==> src/sv/csmf_pkg.sv <==
// ----------------------------------------------------------------------------
// csmf_pkg
// Shared types and constants of the constant string match filter.
// ----------------------------------------------------------------------------
package csmf_pkg;

  localparam int MAX_SEARCH_BYTES = 32;
  localparam int SEARCH_REGS      = 4;
  localparam int COUNT_W          = 6;
  localparam int ADDR_W           = 6;
  localparam int DATA_W           = 64;

  localparam logic [COUNT_W-1:0] COUNT_MAX = 6'd63;
  localparam logic [COUNT_W-1:0] LEN_MAX   = COUNT_W'(MAX_SEARCH_BYTES);

  localparam logic [1:0] MODE_EQUALS   = 2'd0;
  localparam logic [1:0] MODE_STARTS   = 2'd1;
  localparam logic [1:0] MODE_ENDS     = 2'd2;
  localparam logic [1:0] MODE_CONTAINS = 2'd3;

  localparam logic [2:0] REG_MATCH_MODE    = 3'd0;
  localparam logic [2:0] REG_SEARCH_LENGTH = 3'd1;
  localparam logic [2:0] REG_BYTES_0_7     = 3'd2;
  localparam logic [2:0] REG_BYTES_8_15    = 3'd3;
  localparam logic [2:0] REG_BYTES_16_23   = 3'd4;
  localparam logic [2:0] REG_BYTES_24_31   = 3'd5;

  typedef struct packed {
    logic [7:0] data_byte;
    logic       has_byte;
    logic       row_last;
    logic       row_null;
  } in_item_t;

  typedef struct packed {
    logic match_found;
    logic result_null;
  } out_item_t;

  typedef struct packed {
    logic [1:0]                         match_mode;
    logic [COUNT_W-1:0]                 eff_len;
    logic [MAX_SEARCH_BYTES-1:0][7:0]   search;
  } cfg_t;

  typedef struct packed {
    logic [COUNT_W-1:0] bytes_seen;
    logic               prefix_still_equal;
    logic               substring_seen;
    logic               length_exceeded;
    logic               null_seen;
  } row_state_t;

endpackage

==> src/sv/constant_string_match_filter_unit.sv <==
// ----------------------------------------------------------------------------
// constant_string_match_filter_unit
// Matches string rows, one byte per item, against a configured search string.
// ----------------------------------------------------------------------------
// Input channel: item_valid / item_stall / item carry one row byte per item,
// with has_byte, row_last and row_null flags. Output channel: result_valid /
// result_stall / result carry one item per row, issued for each input item
// with row_last set. The APB-style port sets the mode, the search length and
// up to 32 search bytes; the user must write only while no row is in flight,
// which the block itself does not enforce. An item passes an input register,
// then the window compare against the aligned search string and the row
// state update, then the result register. One item is accepted every cycle
// while the output is not stalled; the rate is set by the single 32-byte
// window compare. A stalled result holds in the output register; the input
// register keeps accepting until it is full, then item_stall rises.
// Reset clears the configuration to zero, empties both registers and
// returns the row state to the start of a row.
// ----------------------------------------------------------------------------
module constant_string_match_filter_unit
  import csmf_pkg::*;
(
  input  logic              clk,
  input  logic              rst,
  input  logic              item_valid,
  output logic              item_stall,
  input  in_item_t          item,
  output logic              result_valid,
  input  logic              result_stall,
  output out_item_t         result,
  input  logic              psel,
  input  logic              penable,
  input  logic              pwrite,
  input  logic [ADDR_W-1:0] paddr,
  input  logic [DATA_W-1:0] pwdata,
  output logic [DATA_W-1:0] prdata,
  output logic              pready
);

  cfg_t       cfg;
  in_item_t   held;
  logic       held_valid;
  logic       out_free;
  logic       go;
  out_item_t  core_result;
  row_state_t state;

  csmf_regs u_regs (
    .clk     (clk),
    .rst     (rst),
    .psel    (psel),
    .penable (penable),
    .pwrite  (pwrite),
    .paddr   (paddr),
    .pwdata  (pwdata),
    .prdata  (prdata),
    .pready  (pready),
    .cfg     (cfg)
  );

  csmf_core u_core (
    .clk    (clk),
    .rst    (rst),
    .go     (go),
    .item   (held),
    .cfg    (cfg),
    .result (core_result),
    .state  (state)
  );

  assign out_free   = !result_valid || !result_stall;
  assign go         = held_valid && out_free;
  assign item_stall = held_valid && !out_free;

  always_ff @(posedge clk) begin
    if (rst) begin
      held_valid <= 1'b0;
    end else if (!item_stall) begin
      held_valid <= item_valid;
    end
  end

  always_ff @(posedge clk) begin
    if (item_valid && !item_stall) begin
      held <= item;
    end
  end

  always_ff @(posedge clk) begin
    if (rst) begin
      result_valid <= 1'b0;
    end else if (out_free) begin
      result_valid <= go && held.row_last;
    end
  end

  always_ff @(posedge clk) begin
    if (go && held.row_last) begin
      result <= core_result;
    end
  end

  a_null_clears_match: assert property (@(posedge clk) disable iff (rst)
    result_valid |-> !(result.match_found && result.result_null))
    else $error("null result with match set");

  a_last_gives_result: assert property (@(posedge clk) disable iff (rst)
    (go && held.row_last) |=> result_valid)
    else $error("row end gave no result");

  a_row_state_cleared: assert property (@(posedge clk) disable iff (rst)
    (go && held.row_last) |=> (state.bytes_seen == '0 && state.prefix_still_equal &&
                               !state.substring_seen && !state.length_exceeded &&
                               !state.null_seen))
    else $error("row state not cleared after row end");

  a_stall_needs_full_output: assert property (@(posedge clk) disable iff (rst)
    item_stall |-> (result_valid && held_valid))
    else $error("input stalled while output slot free");

endmodule

==> src/sv/csmf_regs.sv <==
// ----------------------------------------------------------------------------
// csmf_regs
// Configuration registers behind the APB-style port.
// ----------------------------------------------------------------------------
module csmf_regs
  import csmf_pkg::*;
(
  input  logic              clk,
  input  logic              rst,
  input  logic              psel,
  input  logic              penable,
  input  logic              pwrite,
  input  logic [ADDR_W-1:0] paddr,
  input  logic [DATA_W-1:0] pwdata,
  output logic [DATA_W-1:0] prdata,
  output logic              pready,
  output cfg_t              cfg
);

  logic [1:0]         match_mode;
  logic [COUNT_W-1:0] search_length;
  logic [SEARCH_REGS-1:0][DATA_W-1:0] search_regs;
  logic [2:0]         index;
  logic               wr;

  assign index  = paddr[ADDR_W-1:3];
  assign pready = 1'b1;
  assign wr     = psel && penable && pwrite;

  always_ff @(posedge clk) begin
    if (rst) begin
      match_mode    <= '0;
      search_length <= '0;
      search_regs   <= '0;
    end else if (wr) begin
      case (index)
        REG_MATCH_MODE:    match_mode     <= pwdata[1:0];
        REG_SEARCH_LENGTH: search_length  <= pwdata[COUNT_W-1:0];
        REG_BYTES_0_7:     search_regs[0] <= pwdata;
        REG_BYTES_8_15:    search_regs[1] <= pwdata;
        REG_BYTES_16_23:   search_regs[2] <= pwdata;
        REG_BYTES_24_31:   search_regs[3] <= pwdata;
        default: ;
      endcase
    end
  end

  always_comb begin
    case (index)
      REG_MATCH_MODE:    prdata = {{(DATA_W-2){1'b0}}, match_mode};
      REG_SEARCH_LENGTH: prdata = {{(DATA_W-COUNT_W){1'b0}}, search_length};
      REG_BYTES_0_7:     prdata = search_regs[0];
      REG_BYTES_8_15:    prdata = search_regs[1];
      REG_BYTES_16_23:   prdata = search_regs[2];
      REG_BYTES_24_31:   prdata = search_regs[3];
      default:           prdata = '0;
    endcase
  end

  assign cfg.match_mode = match_mode;
  assign cfg.eff_len    = (search_length > LEN_MAX) ? LEN_MAX : search_length;
  assign cfg.search     = search_regs;

endmodule

==> src/sv/csmf_core.sv <==
// ----------------------------------------------------------------------------
// csmf_core
// Row state, byte window and match decision for one item per cycle while go is set.
// ----------------------------------------------------------------------------
module csmf_core
  import csmf_pkg::*;
(
  input  logic       clk,
  input  logic       rst,
  input  logic       go,
  input  in_item_t   item,
  input  cfg_t       cfg,
  output out_item_t  result,
  output row_state_t state
);

  logic [MAX_SEARCH_BYTES-1:0][7:0] recent_bytes;
  logic [MAX_SEARCH_BYTES-1:0][7:0] recent_bytes_next;
  logic [MAX_SEARCH_BYTES-1:0][7:0] aligned;
  row_state_t state_next;
  row_state_t row;
  logic       win_match;
  logic       match;

  // search string laid out so byte i lines up with the i-th newest row byte
  always_comb begin
    logic [COUNT_W-1:0] idx;
    for (int i = 0; i < MAX_SEARCH_BYTES; i++) begin
      idx = cfg.eff_len - COUNT_W'(1) - COUNT_W'(i);
      aligned[i] = cfg.search[idx[4:0]];
    end
  end

  always_comb begin
    logic all_eq;
    row = state;
    recent_bytes_next = recent_bytes;
    if (item.row_null) begin
      row.null_seen = 1'b1;
    end
    if (item.has_byte) begin
      if (state.bytes_seen < cfg.eff_len) begin
        if (item.data_byte != cfg.search[state.bytes_seen[4:0]]) begin
          row.prefix_still_equal = 1'b0;
        end
      end else begin
        row.length_exceeded = 1'b1;
      end
      recent_bytes_next = {recent_bytes[MAX_SEARCH_BYTES-2:0], item.data_byte};
      if (state.bytes_seen != COUNT_MAX) begin
        row.bytes_seen = state.bytes_seen + COUNT_W'(1);
      end
    end
    all_eq = 1'b1;
    for (int i = 0; i < MAX_SEARCH_BYTES; i++) begin
      if ((COUNT_W'(i) < cfg.eff_len) && (recent_bytes_next[i] != aligned[i])) begin
        all_eq = 1'b0;
      end
    end
    win_match = all_eq && (row.bytes_seen >= cfg.eff_len);
    if (item.has_byte && win_match) begin
      row.substring_seen = 1'b1;
    end
  end

  always_comb begin
    case (cfg.match_mode)
      MODE_EQUALS:
        match = row.prefix_still_equal && !row.length_exceeded &&
                (row.bytes_seen == cfg.eff_len);
      MODE_STARTS:
        match = row.prefix_still_equal && (row.bytes_seen >= cfg.eff_len);
      MODE_ENDS:
        match = win_match;
      default:
        match = (cfg.eff_len == '0) || row.substring_seen;
    endcase
    result.match_found = match && !row.null_seen;
    result.result_null = row.null_seen;
  end

  always_comb begin
    state_next = row;
    if (item.row_last) begin
      state_next = '{bytes_seen: '0, prefix_still_equal: 1'b1, substring_seen: 1'b0,
                     length_exceeded: 1'b0, null_seen: 1'b0};
    end
  end

  always_ff @(posedge clk) begin
    if (rst) begin
      state <= '{bytes_seen: '0, prefix_still_equal: 1'b1, substring_seen: 1'b0,
                 length_exceeded: 1'b0, null_seen: 1'b0};
      recent_bytes <= '0;
    end else if (go) begin
      state <= state_next;
      recent_bytes <= item.row_last ? '0 : recent_bytes_next;
    end
  end

endmodule
==> config.mk <==
export PLATFORM = sky130hd
export DESIGN_NAME = constant_string_match_filter_unit
export DESIGN_NICKNAME = d
export VERILOG_FILES = /design/src/sv/csmf_pkg.sv /design/src/sv/constant_string_match_filter_unit.sv /design/src/sv/csmf_regs.sv /design/src/sv/csmf_core.sv
export SDC_FILE = /design/constraint.sdc
export NUM_CORES = 2
export LEC_CHECK = 0
export BUFFER_PORTS_ARGS = -buffer_cell sky130_fd_sc_hd__buf_4
export CORE_MARGIN = 3
export CORE_UTILIZATION = 40
export CTS_CLUSTER_DIAMETER = 100
export CTS_CLUSTER_SIZE = 14
export DETAILED_ROUTE_END_ITERATION = 10
export HOLD_SLACK_MARGIN = 0.12
export SLEW_MARGIN = 40
export SYNTH_ARGS = -nofsm -noshare
export SYNTH_HDL_FRONTEND = slang
export SYNTH_SLANG_ARGS = --single-unit
export TNS_END_PERCENT = 20
==> constraint.sdc <==
create_clock -name clk -period 7.8 [get_ports clk]
set_input_delay 0.78 -clock clk [delete_from_list [all_inputs] [get_ports clk]]
set_output_delay 0.78 -clock clk [all_outputs]
set_load 0.1 [all_outputs]
# Word-level counts from Yosys, hierarchy flattened

Index checks and enable logic that the tools add are counted.

Add/subtract/negate cells: 33
$lt $le $gt $ge: 68
Equality and inequality tests: 42
Multiplexer cells: 112
Reduce and logical (&&, ||, !) cells: 61

Operators by type and width:

| operator                                                   | count |
|---|---|
| binary-select mux 8 bit (select 5 bit)                     | 33 |
| two-way mux 256 bit                                        | 2 |
| case mux 64 bit (6 select lines)                           | 1 |
| two-way mux 8 bit                                          | 33 |
| inequality test 8 bit                                      | 33 |
| less-than comparator 5 x 6 -> 1 bit, second input constant | 33 |
| less-than comparator 5 x 6 -> 1 bit, first input constant  | 16 |
| subtractor 5 bit, second input constant                    | 16 |
| less-than comparator 4 x 6 -> 1 bit, first input constant  | 8 |
| logical AND 1 bit                                          | 44 |
| subtractor 5 x 4 -> 5 bit, second input constant           | 8 |
| two-way mux 1 bit                                          | 38 |
| less-than comparator 3 x 6 -> 1 bit, first input constant  | 4 |
| subtractor 5 x 3 -> 5 bit, second input constant           | 4 |
| less-than comparator 1 x 6 -> 1 bit, first input constant  | 2 |
| less-than comparator 2 x 6 -> 1 bit, first input constant  | 2 |
| two-way mux 6 bit                                          | 2 |
| AND reduction 2 bit                                        | 6 |
| two-way mux 10 bit                                         | 1 |
| subtractor 5 x 1 -> 5 bit, second input constant           | 2 |
| subtractor 5 x 2 -> 5 bit, second input constant           | 2 |
| two-way mux 7 bit                                          | 1 |
| adder 6 x 1 -> 6 bit, second input constant                | 1 |
| == test 3 x 2 -> 1 bit, second input constant              | 2 |
| 15 further kinds                                           | 22 |

Register bits: 545
Output and inout bits: 69
Logic and storage cells: 367

# Longest topological paths before layout

Depth after elaboration: 45
Depth in mapped cells: 31
Depth with buffers taken out: 20

# By module

A second synthesis with hierarchy kept.

Cell total of the unflattened synthesis: 5149
Area total of the unflattened synthesis: 48769.3 um^2

By module, submodules not included:

| module                            | times used | cells each | area an instance (um^2) |
|---|---|---|---|
| csmf_core                         | 1          | 3867       | 35881.9 |
| csmf_regs                         | 1          | 1257       | 12403.1 |
| constant_string_match_filter_unit | 1          | 25         | 484.2 |

# Worst setup path before layout

No wires, ideal clock.

Path kind: flip-flop to flip-flop
From: reg u_regs.search_length[5]
To: reg result[1] (netlist name), data pin
Data arrival time: 6.435 ns
Data required time: 7.668 ns
Setup slack: 1.233 ns
Cell stages (with the launch flop): 28
Path buffers: 9
Clock period less this slack: 6.567 ns
Cells stage by stage: dfxtp_1 -> buf_2 -> nand2b_1 -> inv_1 -> buf_2 -> buf_2 -> buf_1 -> ha_1 -> buf_2 -> clkinv_1 -> buf_2 -> buf_2 -> buf_1 -> ha_1 -> nand4b_1 -> o311ai_1 -> a31oi_1 -> xnor2_1 -> buf_4 -> mux4_2 -> mux2i_1 -> xnor2_1 -> nand4_1 -> o22ai_1 -> nand4_1 -> nand4bb_1 -> o41ai_1 -> and3b_1

RTL lines:

| what                   | line                                    | RTL |
|---|---|---|
| start, declared        | csmf_regs.sv:21                         | `logic [COUNT_W-1:0] search_length;` |
| start signal, assigned | csmf_regs.sv:38                         | `REG_SEARCH_LENGTH: search_length <= pwdata[COUNT_W-1:0];` |
| end signal, assigned   | constant_string_match_filter_unit.sv:98 | `result <= core_result;` |
| end, declared          | constant_string_match_filter_unit.sv:29 | `output out_item_t result,` |

==> out/results.ini <==
[routing]
dr.pass1.iters=8
top_layer=met5
via_per_inst=6.86
first_iter_violations=7779
postRouteWirelength_um=263000
met2WireLength_um=108000
drc_errors=0
vias=48800
wire_per_inst_um=37.0
detail-route-antenna-nets=0
dr_wl_met3_um=28700
wl_met1_um=107000

[global_routing]
grt_use_total_pct=40.4
grt_pass1_vias=44300
grt_max_degree=164
grt_pass1_wl_um=358000
antenna_found_initial=6
overflow=0

[critical_path]
startpoint=u_regs.search_length[2]$_SDFFE_PP0P_
regToRegStartpoint=u_regs.search_length[2]$_SDFFE_PP0P_
critPathSlowestCell=dfxtp_1
crit_family=simple AND/OR/NAND/NOR gates
crit_arrival_ns=7.02
ff2ff_path_depth=19
cp-end-kind=register
crit_chain=nor3_1 -> nor3_2 -> buf_4 -> ha_1 -> inv_1 -> and3_1 -> a311oi_1 -> xnor2_2 -> buf_4 -> mux4_2 -> mux2i_1 -> xor2_1 -> nor4_1 -> a21oi_1 -> o21ai_0 -> o211ai_2 -> or3b_1 -> o21ai_1 -> and3b_1
path_class=reg2reg
setup.worst_path.start_class=register
cpPeakStageDelay_ns=0.84
rrSetupSlack_ns=1.29
crit_buf_inv=3
r2r-end=result[1]$_DFFE_PP_
critPathRequiredTime_ns=8.31
cp_max_fo=40
crit_top_cell=buf_4

[clock_tree]
hold_buffers=0
htreeDepth=2
cts_tree=yes
cts_buffer_depth=3
cts-root-buf=clkbuf_16
clkSinkCount=545
clkSlewWorstSetupHoldPaths_ns=0.07
ctsResizeCount=0
cts_setup_buffers=0
insertion_delay_ns=0.65
numCtsBuffers=47

[layout]
post-route-util_pct=44.3
drive_gt1_share_pct=16.4
final_cell_count_no_fill=7111
final_area_um2=52600
nets=5608
area_delta_synth_final_pct=9.26

[floorplan]
start_util_pct=40.5
std_cell_rows=126
boundaryPins=157
coreArea_um2=119000
dieWidth_um=353
chipHeight_um=353
die_area_um2=125000

[logic_synthesis]
synthArstFlopShare_pct=0
synthTopCellsByArea=dfxtp_1 (22%), mux4_2 (15%), mux2i_1 (14%)
ys_seq_area_share_pct=22.9
synth_mux_area_share_pct=30.6
netlist_area_um2=48100
avgSynthCellArea_um2=8.62
synth_xor_area_share_pct=5.42
synth_top_cell_area_share_pct=22.1
syn-instance-count=5585
synth-edff-count=13
synth_fa_ha_area_share_pct=0.769
synthFlopType=dfxtp_1
synth.largest_area_cell=dfxtp_1
synth-simple-area-share_pct=14.5
synth_nets=5701
ys_warn_count=0
yosysUniqueCellTypes=99
synth-compound-area-share_pct=20.6
synth_top_family_by_area=multiplexers
synth_seq_cells=545

[placement]
dpl.hpwl_um=205000
dp.cells=7036
portBuffers=152
gp_congestion=1.04
place_area_um2=51100
pre_cts_ws_ns=1.44

[sta]
maxSlewHeadroom_pct=32.1
rsz0062_at_grt=no
fin_crit_ns=6.51
setup_tns_ns=0
worst_slack_ns=1.29
finalHoldViolCount=0
drv_slew=0
setup_violations=0
fmax_ghz=0.154
worstMarginPinSlew_ns=1.02
skew_ns=0.0267
fin_crit_sh_pct=83.5

[power_and_ir_drop]
intPower_mw=4.23
power_frac_seq_pct=47.5
swShare_pct=29.5
comb_power_share_pct=14.7
p_per_area_nw_per_um2=114
ir_drop_mv=0.154
power.switching_mw=1.77
leakagePower_nw=18.1
pwr-share-clk_pct=37.8

[job]
maxCapViolations=0

[worst_hold_path]
hold_path_startpoint=item[4]
min_to=held[4]$_DFFE_PP_
hold_path.class=in2reg
min_path_cells=1

[run_status]
status=completed

[layer usage]
| metal | vias up | track usage (%) |
|---|---|---|
| met5 | - | 0 |
| met4 | 2 | 24.7 |
| met3 | 491 | 9.08 |
| met2 | 3283 | 57.4 |
| met1 | 24200 | 55.4 |
| li1 | 20800 | - |
[state kept, by name (all words and copies together), names as in the netlist]
name	count
u_regs.match_mode	2
u_core.recent_bytes	256
u_regs.cfg	256
held	11
result_valid	1
held_valid	1
u_core.state	10
result	2
u_regs.search_length	6
[power by group through the flow]
stage | logic [mW] | registers, mW | clock network, mW
final | 0.880 | 2.85 | 2.27
after global routing | 0.904 | 2.85 | 2.39
after CTS | 0.855 | 2.85 | 2.30
after detailed placement | 0.853 | 2.91 | 0
after global placement | 0.845 | 2.91 | 0
after floorplan | 0.515 | 2.89 | 0
[final cells by class]
cell class | instances | area [um2]
clock buffer | 53 | 1210
multi-input combinational | 4488 | 35000
clock inverter | 7 | 83.8
inverter | 32 | 128
tap | 1600 | 2000
sequential | 545 | 11100
antenna | 8 | 20.0
fill | 11800 | 66100
timing repair buffer | 378 | 3060
[stage by stage]
stage	power, mW	hold WS (ns)
4_1_cts	6.00	0.283
3_3_place_gp	3.76	0.443
3_5_place_dp	3.76	0.468
5_1_grt	6.14	0.294
6_report	6.00	0.310
2_1_floorplan	3.41	0.429
[cells in the mapped netlist, drive strengths merged (51+ instances only)]
cell and n:
a211oi 121, a21oi 415, a22oi 463, buf 171, clkbuf 349, dfxtp 532, mux2i 682, mux4 329
nand2 855, nand2b 79, nor2 394, nor4 51, o21ai 171, o22ai 101, xnor2 213, xor2 83
[layout by cell type, fill, tap and decap left out, drive strengths merged, types with 11 or more instances in the layout]
cell type  synthesis  layout
ha                28      28
dfxtp            532     532
a22oi            463     463
nand4             29      29
mux2i            682     682
buf              171     377
a211oi           121     121
nand2            855     855
o22ai            101     101
o221ai            13      13
mux2              43      43
nor2             394     394
nor4              51      51
a31oi             25      25
inv               30      35
xnor2            213     213
nand3             26      26
o22a              11      11
nor2b             20      20
a21oi            415     415
a221oi            39      39
a211o             12      12
clkbuf           349      54
and3              50      50
o21ai            171     171
a32oi             14      14
nor3              45      45
a22o              23      23
mux4             329     329
a2111oi           15      15
nand2b            79      79
edfxtp            13      13
xor2              83      83
[cell families after synthesis]
group / count (synthesis)
buf+inv: 552
flops: 545
xor+xnor: 296
other cells: 1
mux: 1054
simple gates: 1609
compound gates: 1498
fa+ha+maj: 30
[how the worst max path moves through the flow]
stage	to	slack, ns	depth (start not counted)
after global routing	result[1]$_DFFE_PP_	1.06	20
after global placement	result[1]$_DFFE_PP_	1.38	15
after floorplan	result[1]$_DFFE_PP_	1.23	27
after CTS	result[1]$_DFFE_PP_	1.40	19
after detailed placement	result[1]$_DFFE_PP_	1.44	19
final	result[1]$_DFFE_PP_	1.29	19
[worst register-to-register path, cell delays in order (launching register included)]
cell and delay (ns):
dfxtp_1 0.84, nor3_1 0.17, nor3_2 0.24, buf_4 0.51, ha_1 0.40, inv_1 0.12
and3_1 0.18, a311oi_1 0.38, xnor2_2 0.15, buf_4 0.44, mux4_2 0.41, mux2i_1 0.62
xor2_1 0.14, nor4_1 0.42, a21oi_1 0.16, o21ai_0 0.22, o211ai_2 0.26, or3b_1 0.42
o21ai_1 0.13, and3b_1 0.17
(Power assumes the default switching activity.)
